**config.mk**
```make
export PLATFORM = sky130hd
export DESIGN_NAME = int8_mean_reduction_top
export DESIGN_NICKNAME = d
export VERILOG_FILES = /design/src/hdl/i8mr_pkg.sv /design/src/hdl/i8mr_front.sv /design/src/hdl/i8mr_queue.sv /design/src/hdl/i8mr_divider.sv /design/src/hdl/int8_mean_reduction_top.sv
export SDC_FILE = /design/constraint.sdc
export NUM_CORES = 2
export LEC_CHECK = 0
export ABC_AREA = 1
export BUFFER_PORTS_ARGS = -buffer_cell sky130_fd_sc_hd__buf_2
export CAP_MARGIN = 0
export CELL_PAD_IN_SITES_DETAIL_PLACEMENT = 1
export CELL_PAD_IN_SITES_GLOBAL_PLACEMENT = 1
export CORE_MARGIN = 4
export CORE_UTILIZATION = 54
export CTS_CLUSTER_DIAMETER = 100
export DETAILED_ROUTE_END_ITERATION = 8
export GPL_TIMING_DRIVEN = 0
export PLACE_DENSITY = 0.93
export SYNTH_ARGS = -nofsm -noshare
export SYNTH_HDL_FRONTEND = slang
export SYNTH_SLANG_ARGS = --single-unit
```
**constraint.sdc**
```tcl
create_clock -name i_clk -period 11.15 [get_ports i_clk]
set_clock_uncertainty 0.2 [all_clocks]
set_input_delay 1.6725 -clock i_clk [delete_from_list [all_inputs] [get_ports i_clk]]
set_output_delay 1.6725 -clock i_clk [all_outputs]
set_load 0.005 [all_outputs]
```
**src/hdl/i8mr_pkg.sv**
```systemverilog
package i8mr_pkg;

    localparam int SMP_W   = 8;
    localparam int SUM_W   = 28;
    localparam int LEN_W   = 21;
    localparam int IDX_W   = 20;
    localparam int CIDX_W  = 2;
    localparam int PROD_W  = 2 * LEN_W;
    localparam int STEP_W  = $clog2(SUM_W);

    localparam logic [LEN_W-1:0] MAX_ELEMENTS = LEN_W'(1048576);

    // Configuration register indexes
    localparam logic [CIDX_W-1:0] CFG_GLOBAL_MODE     = CIDX_W'(0);
    localparam logic [CIDX_W-1:0] CFG_TOTAL_ELEMENTS  = CIDX_W'(1);
    localparam logic [CIDX_W-1:0] CFG_LAST_DIM_LENGTH = CIDX_W'(2);

    // One finished group, waiting for its division
    typedef struct packed {
        logic [SUM_W-1:0] sum;
        logic [LEN_W-1:0] len;
        logic [IDX_W-1:0] idx;
    } t_job;

    function automatic logic [LEN_W-1:0] clamp_len(input logic [LEN_W-1:0] v);
        logic [LEN_W-1:0] r;
        if (v == '0) begin
            r = LEN_W'(1);
        end else if (v > MAX_ELEMENTS) begin
            r = MAX_ELEMENTS;
        end else begin
            r = v;
        end
        return r;
    endfunction

endpackage

```
**src/hdl/i8mr_front.sv**
```systemverilog
module i8mr_front
    import i8mr_pkg::*;
(
    input  logic              i_clk,
    input  logic              i_rst_n,
    input  logic              i_cfg_wr_en,
    input  logic [CIDX_W-1:0] i_cfg_index,
    input  logic [LEN_W-1:0]  i_cfg_data,
    input  logic              i_sample_valid,
    output logic              o_sample_ready,
    input  logic [SMP_W-1:0]  i_sample,
    input  logic              i_queue_full,
    output logic              o_push,
    output t_job              o_job
);

    logic              r_global_mode;
    logic [LEN_W-1:0]  r_total_elements;
    logic [LEN_W-1:0]  r_last_dim_length;
    logic [SUM_W-1:0]  r_sum;
    logic [LEN_W-1:0]  r_pos;
    logic [IDX_W-1:0]  r_gc;
    logic [PROD_W-1:0] r_bound;
    logic              r_bound_ok;

    logic [LEN_W-1:0]  total_eff;
    logic [LEN_W-1:0]  len_eff;
    logic [SUM_W-1:0]  n_sum;
    logic [LEN_W-1:0]  n_pos;
    logic              accept;
    logic              group_done;
    logic              wrap;
    logic [LEN_W-1:0]  gc_plus2;
    logic [PROD_W-1:0] n_bound;

    assign total_eff = clamp_len(r_total_elements);
    assign len_eff   = r_global_mode ? total_eff : clamp_len(r_last_dim_length);

    assign o_sample_ready = r_bound_ok && !i_queue_full;
    assign accept         = i_sample_valid && o_sample_ready;

    assign n_sum      = r_sum + {{(SUM_W-SMP_W){i_sample[SMP_W-1]}}, i_sample};
    assign n_pos      = r_pos + LEN_W'(1);
    assign group_done = (n_pos >= len_eff);

    // Index wraps in global mode, or once the next group would run past the tensor:
    // total < (index + 2) * length.
    assign gc_plus2 = {1'b0, r_gc} + LEN_W'(2);
    assign n_bound  = {{(PROD_W-LEN_W){1'b0}}, gc_plus2}
                    * {{(PROD_W-LEN_W){1'b0}}, len_eff};
    assign wrap    = r_global_mode || ({{(PROD_W-LEN_W){1'b0}}, total_eff} < r_bound);

    assign o_push      = accept && group_done;
    assign o_job.sum   = n_sum;
    assign o_job.len   = len_eff;
    assign o_job.idx   = r_gc;

    always_ff @(posedge i_clk) begin
        if (!i_rst_n) begin
            r_global_mode     <= 1'b1;
            r_total_elements  <= LEN_W'(1);
            r_last_dim_length <= LEN_W'(1);
            r_sum             <= '0;
            r_pos             <= '0;
            r_gc              <= '0;
            r_bound_ok        <= 1'b0;
        end else begin
            // bound is registered from the index and config, so ready drops while it catches up
            r_bound_ok <= !(o_push || i_cfg_wr_en);
            if (i_cfg_wr_en) begin
                unique case (i_cfg_index)
                    CFG_GLOBAL_MODE:     r_global_mode     <= i_cfg_data[0];
                    CFG_TOTAL_ELEMENTS:  r_total_elements  <= i_cfg_data;
                    CFG_LAST_DIM_LENGTH: r_last_dim_length <= i_cfg_data;
                    default: ;
                endcase
            end
            if (accept) begin
                if (group_done) begin
                    r_sum <= '0;
                    r_pos <= '0;
                    r_gc  <= wrap ? '0 : r_gc + IDX_W'(1);
                end else begin
                    r_sum <= n_sum;
                    r_pos <= n_pos;
                end
            end
        end
    end

    always_ff @(posedge i_clk) begin
        r_bound <= n_bound;
    end

endmodule

```
**src/hdl/i8mr_queue.sv**
```systemverilog
module i8mr_queue
    import i8mr_pkg::*;
(
    input  logic i_clk,
    input  logic i_rst_n,
    input  logic i_push,
    input  t_job i_job,
    output logic o_full,
    output logic o_valid,
    input  logic i_pop,
    output t_job o_job
);

    t_job       r_mem [2];
    logic       r_wr_ptr;
    logic       r_rd_ptr;
    logic [1:0] r_count;

    logic do_pop;

    assign o_full  = (r_count == 2'd2);
    assign o_valid = (r_count != 2'd0);
    assign o_job   = r_mem[r_rd_ptr];
    assign do_pop  = i_pop && o_valid;

    always_ff @(posedge i_clk) begin
        if (!i_rst_n) begin
            r_wr_ptr <= 1'b0;
            r_rd_ptr <= 1'b0;
            r_count  <= '0;
        end else begin
            if (i_push) begin
                r_wr_ptr <= !r_wr_ptr;
            end
            if (do_pop) begin
                r_rd_ptr <= !r_rd_ptr;
            end
            r_count <= r_count + 2'(i_push) - 2'(do_pop);
        end
    end

    always_ff @(posedge i_clk) begin
        if (i_push) begin
            r_mem[r_wr_ptr] <= i_job;
        end
    end

endmodule

```
**src/hdl/i8mr_divider.sv**
```systemverilog
module i8mr_divider
    import i8mr_pkg::*;
(
    input  logic             i_clk,
    input  logic             i_rst_n,
    input  logic             i_job_valid,
    output logic             o_job_ready,
    input  t_job             i_job,
    output logic             o_result_valid,
    input  logic             i_result_ready,
    output logic [SMP_W-1:0] o_mean_value,
    output logic [IDX_W-1:0] o_group_index
);

    localparam logic [1:0] S_IDLE = 2'd0;
    localparam logic [1:0] S_DIV  = 2'd1;
    localparam logic [1:0] S_DONE = 2'd2;

    logic [1:0]        r_state;
    logic [STEP_W-1:0] r_cnt;
    logic [SUM_W-1:0]  r_dvd;
    logic [LEN_W-1:0]  r_rem;
    logic [LEN_W-1:0]  r_len;
    logic [SMP_W-1:0]  r_q;
    logic              r_neg;
    logic [IDX_W-1:0]  r_idx;
    logic              r_out_valid;
    logic [SMP_W-1:0]  r_out_mean;
    logic [IDX_W-1:0]  r_out_idx;

    logic [LEN_W:0]    rem_shift;
    logic [LEN_W:0]    diff;
    logic              fits;
    logic              out_free;

    assign o_job_ready = (r_state == S_IDLE);
    assign out_free    = !r_out_valid || i_result_ready;

    assign rem_shift = {r_rem, r_dvd[SUM_W-1]};
    assign diff      = rem_shift - {1'b0, r_len};
    assign fits      = (rem_shift >= {1'b0, r_len});

    assign o_result_valid = r_out_valid;
    assign o_mean_value   = r_out_mean;
    assign o_group_index  = r_out_idx;

    always_ff @(posedge i_clk) begin
        if (!i_rst_n) begin
            r_state     <= S_IDLE;
            r_out_valid <= 1'b0;
        end else begin
            // a finishing divide reloads the output itself
            if (r_out_valid && i_result_ready && r_state != S_DONE) begin
                r_out_valid <= 1'b0;
            end
            unique case (r_state)
                S_IDLE: begin
                    if (i_job_valid) begin
                        r_state <= S_DIV;
                    end
                end
                S_DIV: begin
                    if (r_cnt == '0) begin
                        r_state <= S_DONE;
                    end
                end
                S_DONE: begin
                    if (out_free) begin
                        r_out_valid <= 1'b1;
                        r_state     <= S_IDLE;
                    end
                end
                default: r_state <= S_IDLE;
            endcase
        end
    end

    always_ff @(posedge i_clk) begin
        if (r_state == S_IDLE && i_job_valid) begin
            r_neg <= i_job.sum[SUM_W-1];
            r_dvd <= i_job.sum[SUM_W-1] ? SUM_W'(-i_job.sum) : i_job.sum;
            r_len <= i_job.len;
            r_idx <= i_job.idx;
            r_rem <= '0;
            r_q   <= '0;
            r_cnt <= STEP_W'(SUM_W - 1);
        end else if (r_state == S_DIV) begin
            r_rem <= fits ? diff[LEN_W-1:0] : rem_shift[LEN_W-1:0];
            r_dvd <= {r_dvd[SUM_W-2:0], 1'b0};
            r_q   <= {r_q[SMP_W-2:0], fits};
            r_cnt <= r_cnt - STEP_W'(1);
        end
        if (r_state == S_DONE && out_free) begin
            r_out_mean <= r_neg ? SMP_W'(-r_q) : r_q;
            r_out_idx  <= r_idx;
        end
    end

endmodule

```
**src/hdl/int8_mean_reduction_top.sv**
```systemverilog
// Path: a request that closes a group is pushed into the queue; its mean follows
//   the divider load, 28 divider steps and the load of the output register.
// Throughput: one request per cycle inside a group while the queue has room; the
//   input pauses after each closing request; the divider takes a group only when idle.
// Reset: synchronous, active low; clears sums, counters, queue and output valid,
//   and loads global_mode=1, total_elements=1, last_dim_length=1.
module int8_mean_reduction_top
    import i8mr_pkg::*;
(
    input  logic              i_clk,
    input  logic              i_rst_n,
    // configuration write port
    input  logic              i_cfg_wr_en,
    input  logic [CIDX_W-1:0] i_cfg_index,
    input  logic [LEN_W-1:0]  i_cfg_data,
    // sample channel
    input  logic              i_sample_valid,
    output logic              o_sample_ready,
    input  logic [SMP_W-1:0]  i_sample,
    // result channel
    output logic              o_result_valid,
    input  logic              i_result_ready,
    output logic [SMP_W-1:0]  o_mean_value,
    output logic [IDX_W-1:0]  o_group_index
);

    // Front end: hold the config, accumulate each request into the running sum,
    // and when a group closes hand its sum, length and index to the queue.
    logic queue_full;
    logic push;
    t_job push_job;

    // Back end: pull finished groups and divide them one bit per cycle.
    logic queue_valid;
    logic pop;
    t_job pop_job;

    i8mr_front u_front (
        .i_clk          (i_clk),
        .i_rst_n        (i_rst_n),
        .i_cfg_wr_en    (i_cfg_wr_en),
        .i_cfg_index    (i_cfg_index),
        .i_cfg_data     (i_cfg_data),
        .i_sample_valid (i_sample_valid),
        .o_sample_ready (o_sample_ready),
        .i_sample       (i_sample),
        .i_queue_full   (queue_full),
        .o_push         (push),
        .o_job          (push_job)
    );

    // Two-entry queue decouples accumulation from division, so sampling keeps
    // running while a previous group is still being divided.
    i8mr_queue u_queue (
        .i_clk   (i_clk),
        .i_rst_n (i_rst_n),
        .i_push  (push),
        .i_job   (push_job),
        .o_full  (queue_full),
        .o_valid (queue_valid),
        .i_pop   (pop),
        .o_job   (pop_job)
    );

    // Restoring divider on the sum magnitude; sign applied at the end so the
    // quotient truncates toward zero. The result sits in an output register.
    i8mr_divider u_divider (
        .i_clk          (i_clk),
        .i_rst_n        (i_rst_n),
        .i_job_valid    (queue_valid),
        .o_job_ready    (pop),
        .i_job          (pop_job),
        .o_result_valid (o_result_valid),
        .i_result_ready (i_result_ready),
        .o_mean_value   (o_mean_value),
        .o_group_index  (o_group_index)
    );

endmodule

```
---- Yosys cells after proc, flatten, opt, wreduce, memory -nomap -nowiden ----
Memory sizes are Yosys's and may differ from the RTL's. A register that Yosys moved wholly into a read port is not among the register bits.
Index checks and enable logic that the tools add are counted.
storage, ports and cells
  flip-flop bits (word level) ............. 294
  memory bits (writable) .................. 138
  bits of input ports ..................... 36
  output and inout port bits .............. 30
  word-level logic and storage cells ...... 99
  memories kept ........................... 1
memory list
  memory         depth  bits a word  read ports  clocked after memory_dff  write ports  RTL line          source
  u_queue.r_mem  2      69           1           1                         1            i8mr_queue.sv:14  t_job r_mem [2];
operators by class
  add/sub/neg operators ................... 10
  $mul .................................... 1
  $lt $le $gt $ge ......................... 5
  eq/ne operators ......................... 9
  muxes and demuxes ....................... 24
  reduce and logical (&&, ||, !) cells .... 27
operators with widths
  cell                     count
  $mux W21                 7
  $mux W28                 4
  $gt A21 B21 Y1 const B   2
  $logic_not A21 Y1        2
  $lt A21 B42 Y1           1
  $mul A21 B21 Y42         1
  $add A28 B28 Y28         1
  $neg A28 Y28             1
  $ge A22 B21 Y1           1
  $add A20 B2 Y21 const B  1
  $add A21 B1 Y21 const B  1
  $ge A21 B21 Y1           1
  $sub A21 B21 Y21         1
  $add A20 B1 Y20 const B  1
  $mux W20                 1
  $mux W8                  1
  $neg A8 Y8               1
  $reduce_and A2 Y1        4
  $logic_and A1 B1 Y1      7
  $mux W1                  7
  $eq A2 B2 Y1 const B     3
  $mux W2                  3
  $ne A2 B1 Y1 const B     3
  $pmux W2 S3              1
  other kinds (11)         20

---- Longest topological paths before layout ----
  depth after elaboration ................. 8
  depth in mapped cells ................... 40
  mapped depth without buffers ............ 38

---- Cells and area by module ----
From an unflattened synthesis, not the netlist that was laid out.
second synthesis, totals
  cells, all modules ...................... 4,186
  area total of the unflattened synthesis .. 36,153.4 sq um
by module, submodules not included
  module        times used  cells an instance  area an instance (sq um)  sequential area each (sq um)
  i8mr_front    1           3,079              23,581.4                  3,103.0
  i8mr_divider  1           856                7,313.3                   3,683.5
  i8mr_queue    1           251                5,258.8                   4,244.1

---- Least setup slack after synthesis ----
OpenSTA, ideal clock, no wires.
  kind .................................... reg2reg
  start point ............................. reg u_front.r_gc[1]
  end point ............................... reg u_front.r_bound[32]
  library setup time ...................... 0.072 ns
  arrival time ............................ 7.030 ns
  data required time ...................... 10.878 ns
  setup slack ............................. 3.847 ns
  cell stages (with the launch flop) ...... 34
  clock period less this slack ............ 7.303 ns
  cells stage by stage .................... dfxtp_1 -> buf_4 -> inv_2 -> nor2_1 -> inv_1 -> nor2_1 -> nand3_1 -> xor2_1 -> clkbuf_1 -> nor2_1 -> fa_1 -> fa_1 -> inv_1 -> fa_1 -> inv_1 -> fa_1 -> inv_1 -> fa_1 -> inv_1 -> fa_1 -> inv_1 -> fa_1 -> inv_1 -> ha_1 -> a21oi_1 -> inv_1 -> a21oi_1 -> o21ai_0 -> a21oi_1 -> o21ai_0 -> nand2_1 -> nand2_1 -> a21oi_1 -> xnor2_1
between the ends
  longest elaborated chain between the ends .. 2
ends and longest elaborated chain
  element                  RTL line          source
  start, declared          i8mr_front.sv:22  logic [IDX_W-1:0] r_gc;
  start signal, assigned   i8mr_front.sv:82  r_gc <= wrap ? '0 : r_gc + IDX_W'(1);
  $add A20 B2 Y21          i8mr_front.sv:48  assign gc_plus2 = {1'b0, r_gc} + LEN_W'(2);
  $mul A21 B21 Y42         i8mr_front.sv:50  * {{(PROD_W-LEN_W){1'b0}}, len_eff};
  via u_front.n_bound[32]  i8mr_front.sv:34  logic [PROD_W-1:0] n_bound;
  end signal, assigned     i8mr_front.sv:92  r_bound <= n_bound;
  end, declared            i8mr_front.sv:23  logic [PROD_W-1:0] r_bound;
The timed path passes the listed nets, and every way through them passes these cells.
A chain may end at the register's enable or synchronous reset.

---- Worst setup path after layout ----
  start point ............................. reg u_front.r_gc[1]
  end point ............................... reg u_front.r_bound[39]
The elaborated chain is that of the path after synthesis.

==> out/qor.yml <==
htree_levels: 2
layout.nets: 4882
min_path_type: "flop to flop"
fp.coreArea_um2: 64600
cts_tree: "yes"
relSlewSlack_pct: 0.780
finalMaxSlewViolations: 0
post_synth.cell_area_avg_um2: 8.57
setup-violations-final: 0
layout-drive-gt1-share_pct: 6.34
ir_drop_mv: 0.161
grt-ovfl-total: 0
violations: "max-capacitance violations"
clk_pin_slew_ns: 0.07
setup_ws_ns: 0.746
power_frac_clock_pct: 30.5
crit_family: "adder cells"
dominantRegCellSynth: "edfxtp_1"
grt_use_total_pct: 43.2
path_depth: 37
hold_violations: 0
seq_power_share_pct: 36.9
n_fill_cell: 7689
clock-sinks: 433
grt_max_degree: 38
yosysSeqAreaShare_pct: 31.3
grt_pass1_wl_um: 229000
p_int_mw: 3.53
synth_most_common_cell: "nand2_1"
post-route-min-period_ns: 10.40
gp_congestion: 1.00
yosysTopAreaCellShare_pct: 20.4
ys_seq_elements: 433
synthArstFlopShare_pct: 0
rsz0062_at_grt: "false"
drc: 0
syn_inst: 4115
r2r_cells: 37
maxCapViolCount: 1
wirelength_um: 153000
place_ws_ns: 1.75
postCtsSetupRepairBufs: 0
yosysTopAreaCell: "fa_1"
clk_latency_ns: 0.66
routed_via_density: 6.48
clockRootBuffer: "clkbuf_16"
synth_area_um2: 35300
dp_hpwl_um: 101000
io_pins: 66
startpoint_type: "flop"
seqCellArea_um2: 11000
vias: 33300
power_mw: 5.77
start_util_pct: 54.6
cts_resized: 0
max_freq_ghz: 0.0961
cp_common_cell: "inv_1"
cts_hold_buf: 0
die-width_um: 264
p_switching_mw: 2.24
power.density_nw_per_um2: 150
wire_per_inst_um: 29.8
clk_path_buf_depth: 3
status: "finished with violations"
crit_fanout: 10
ant_nets: 0
switching_share_pct: 38.9
critPathKind: "flop to flop"
drtIter0Drc: 4050
required_ns: 11.47
fp.dieArea_um2: 69400
first_pass_iters: 8
slowest_stage: "fa_1"
power.share.combinational_pct: 32.5
fin_util_pct: 59.6
die_h_um: 264
area_growth_pct: 9.23
yosysWarnings: 0
synth_edf_count: 236
critical-path-max-stage-delay_ns: 0.64
synth_common_cells: "796 x nand2_1, 744 x inv_1, 487 x nor2_1"
crit_arrival_ns: 10.72
antenna_found_initial: 7
hold-path-cell-count: 0
synthDistinctLibCells: 56
multi_input_area_um2: 20800
cp-end-kind: "flop"
cts_buffers: 48
crit_buf_inv: 13
port_buffers: 65
num_rows: 93
min_period_over_period_pct: 93.3
power.leakage_nw: 17.8
setup_tns_ns: 0
synth_nets: 4760
tightest_slew_ns: 1.48
synth.area.top_cells: "fa_1 20%, edfxtp_1 20%, dfxtp_1 11%, ha_1 8.8%, nand2_1 8.5%"
grt_pass1_vias: 37700
==> sequential cells by signal (all words and copies together), names as in the netlist, 5 cells and up, named ones only <==
name	flops
u_front.r_bound	42
u_divider.r_q	8
u_front.r_total_elements	21
u_divider.r_dvd	28
u_queue.r_mem	138
u_front.r_gc	20
u_divider.o_mean_value	8
u_front.r_last_dim_length	21
u_divider.r_len	21
u_front.r_sum	28
u_divider.r_rem	21
u_divider.o_group_index	20
u_divider.r_cnt	5
u_front.r_pos	21
u_divider.r_idx	20
==> final timing paths <==
path,slack [ns],to,from
setup / recovery,0.75,u_front.r_bound[39],u_front.r_gc[1]
hold / removal,0.23,u_divider.o_group_index[2],u_divider.r_idx[2]
setup reg to reg,0.75,u_front.r_bound[39],u_front.r_gc[1]
hold reg to reg,0.23,u_divider.o_group_index[2],u_divider.r_idx[2]
==> power by group through the flow <==
| stage | Combinational [mW] | Clock, mW | Sequential (mW) |
|---|---|---|---|
| after detailed placement | 1.68 | 0 | 2.15 |
| after CTS | 1.82 | 1.75 | 2.12 |
| after global routing | 2.00 | 1.82 | 2.14 |
| final | 1.88 | 1.76 | 2.13 |
| after global placement | 1.52 | 0 | 2.13 |
| after floorplan | 1.13 | 0 | 2.10 |
==> through the flow <==
step	instance area, µm²	instances	hold slack [ns]
detailed placement	36800	5042	0.208
CTS	38500	5130	0.222
global route	38500	5133	0.224
floorplan	35300	4115	0.200
global placement	36700	5035	0.201
finish	38500	5134	0.228
==> cell families after synthesis <==
group | count (synthesis) | share of synthesized area [%]
DFF | 433 | 31.3
xor gates and xnor gates | 142 | 3.53
adders and majority gates | 609 | 29.3
muxes | 6 | 0.170
buffers and inverters | 889 | 9.74
and+or+nand+nor | 1508 | 17.4
AOI/OAI and AO/OA | 528 | 8.64
==> metal layers <==
| layer | up-vias | part of all wire [%] | global-route usage (%) | wire (µm) |
|---|---|---|---|---|
| li1 | 13200 | - | - | - |
| met1 | 16100 | 31 | 44.7 | 47600 |
| met5 | - | 0.054 | 0 | 82 |
| met4 | 8 | 12 | 37.5 | 17600 |
| met2 | 2722 | 46 | 70.0 | 69600 |
| met3 | 1284 | 12 | 14.5 | 18100 |
==> placed cells by master, fill, tap and decap left out, types with 7 or more instances in the layout <==
cell type and count:
edfxtp_1 236, a22oi_1 14, nand4_1 32, clkinv_1 11, nor3_1 38, clkbuf_16 53
o21ai_0 158, inv_2 9, xnor2_1 45, o211ai_1 8, fa_1 360, a21oi_1 215
o21ai_1 22, nor2_1 485, o31ai_1 7, or2_2 19, buf_2 93, dfxtp_1 197
clkinv_2 10, nor4_1 14, clkbuf_8 7, xor2_1 96, nand2_1 796, nor2_2 23
o21bai_1 7, ha_1 249, o221ai_1 7, buf_6 7, clkbuf_1 87, o22ai_1 7
inv_1 744, o21a_1 12, nand3_1 74, a21o_1 12, a31oi_1 29
==> final cells by class <==
cell class | instances | area share [%]
repair buffers | 72 | 1.16
well taps | 855 | 2.78
multi-input cells | 2793 | 54.1
diodes | 4 | 0.0260
flip-flops and latches | 433 | 28.6
clock inverters | 22 | 0.653
clock buffers | 66 | 3.75
plain buffers | 126 | 1.47
inverters | 763 | 7.45
Power figures use the tool's default switching activity.
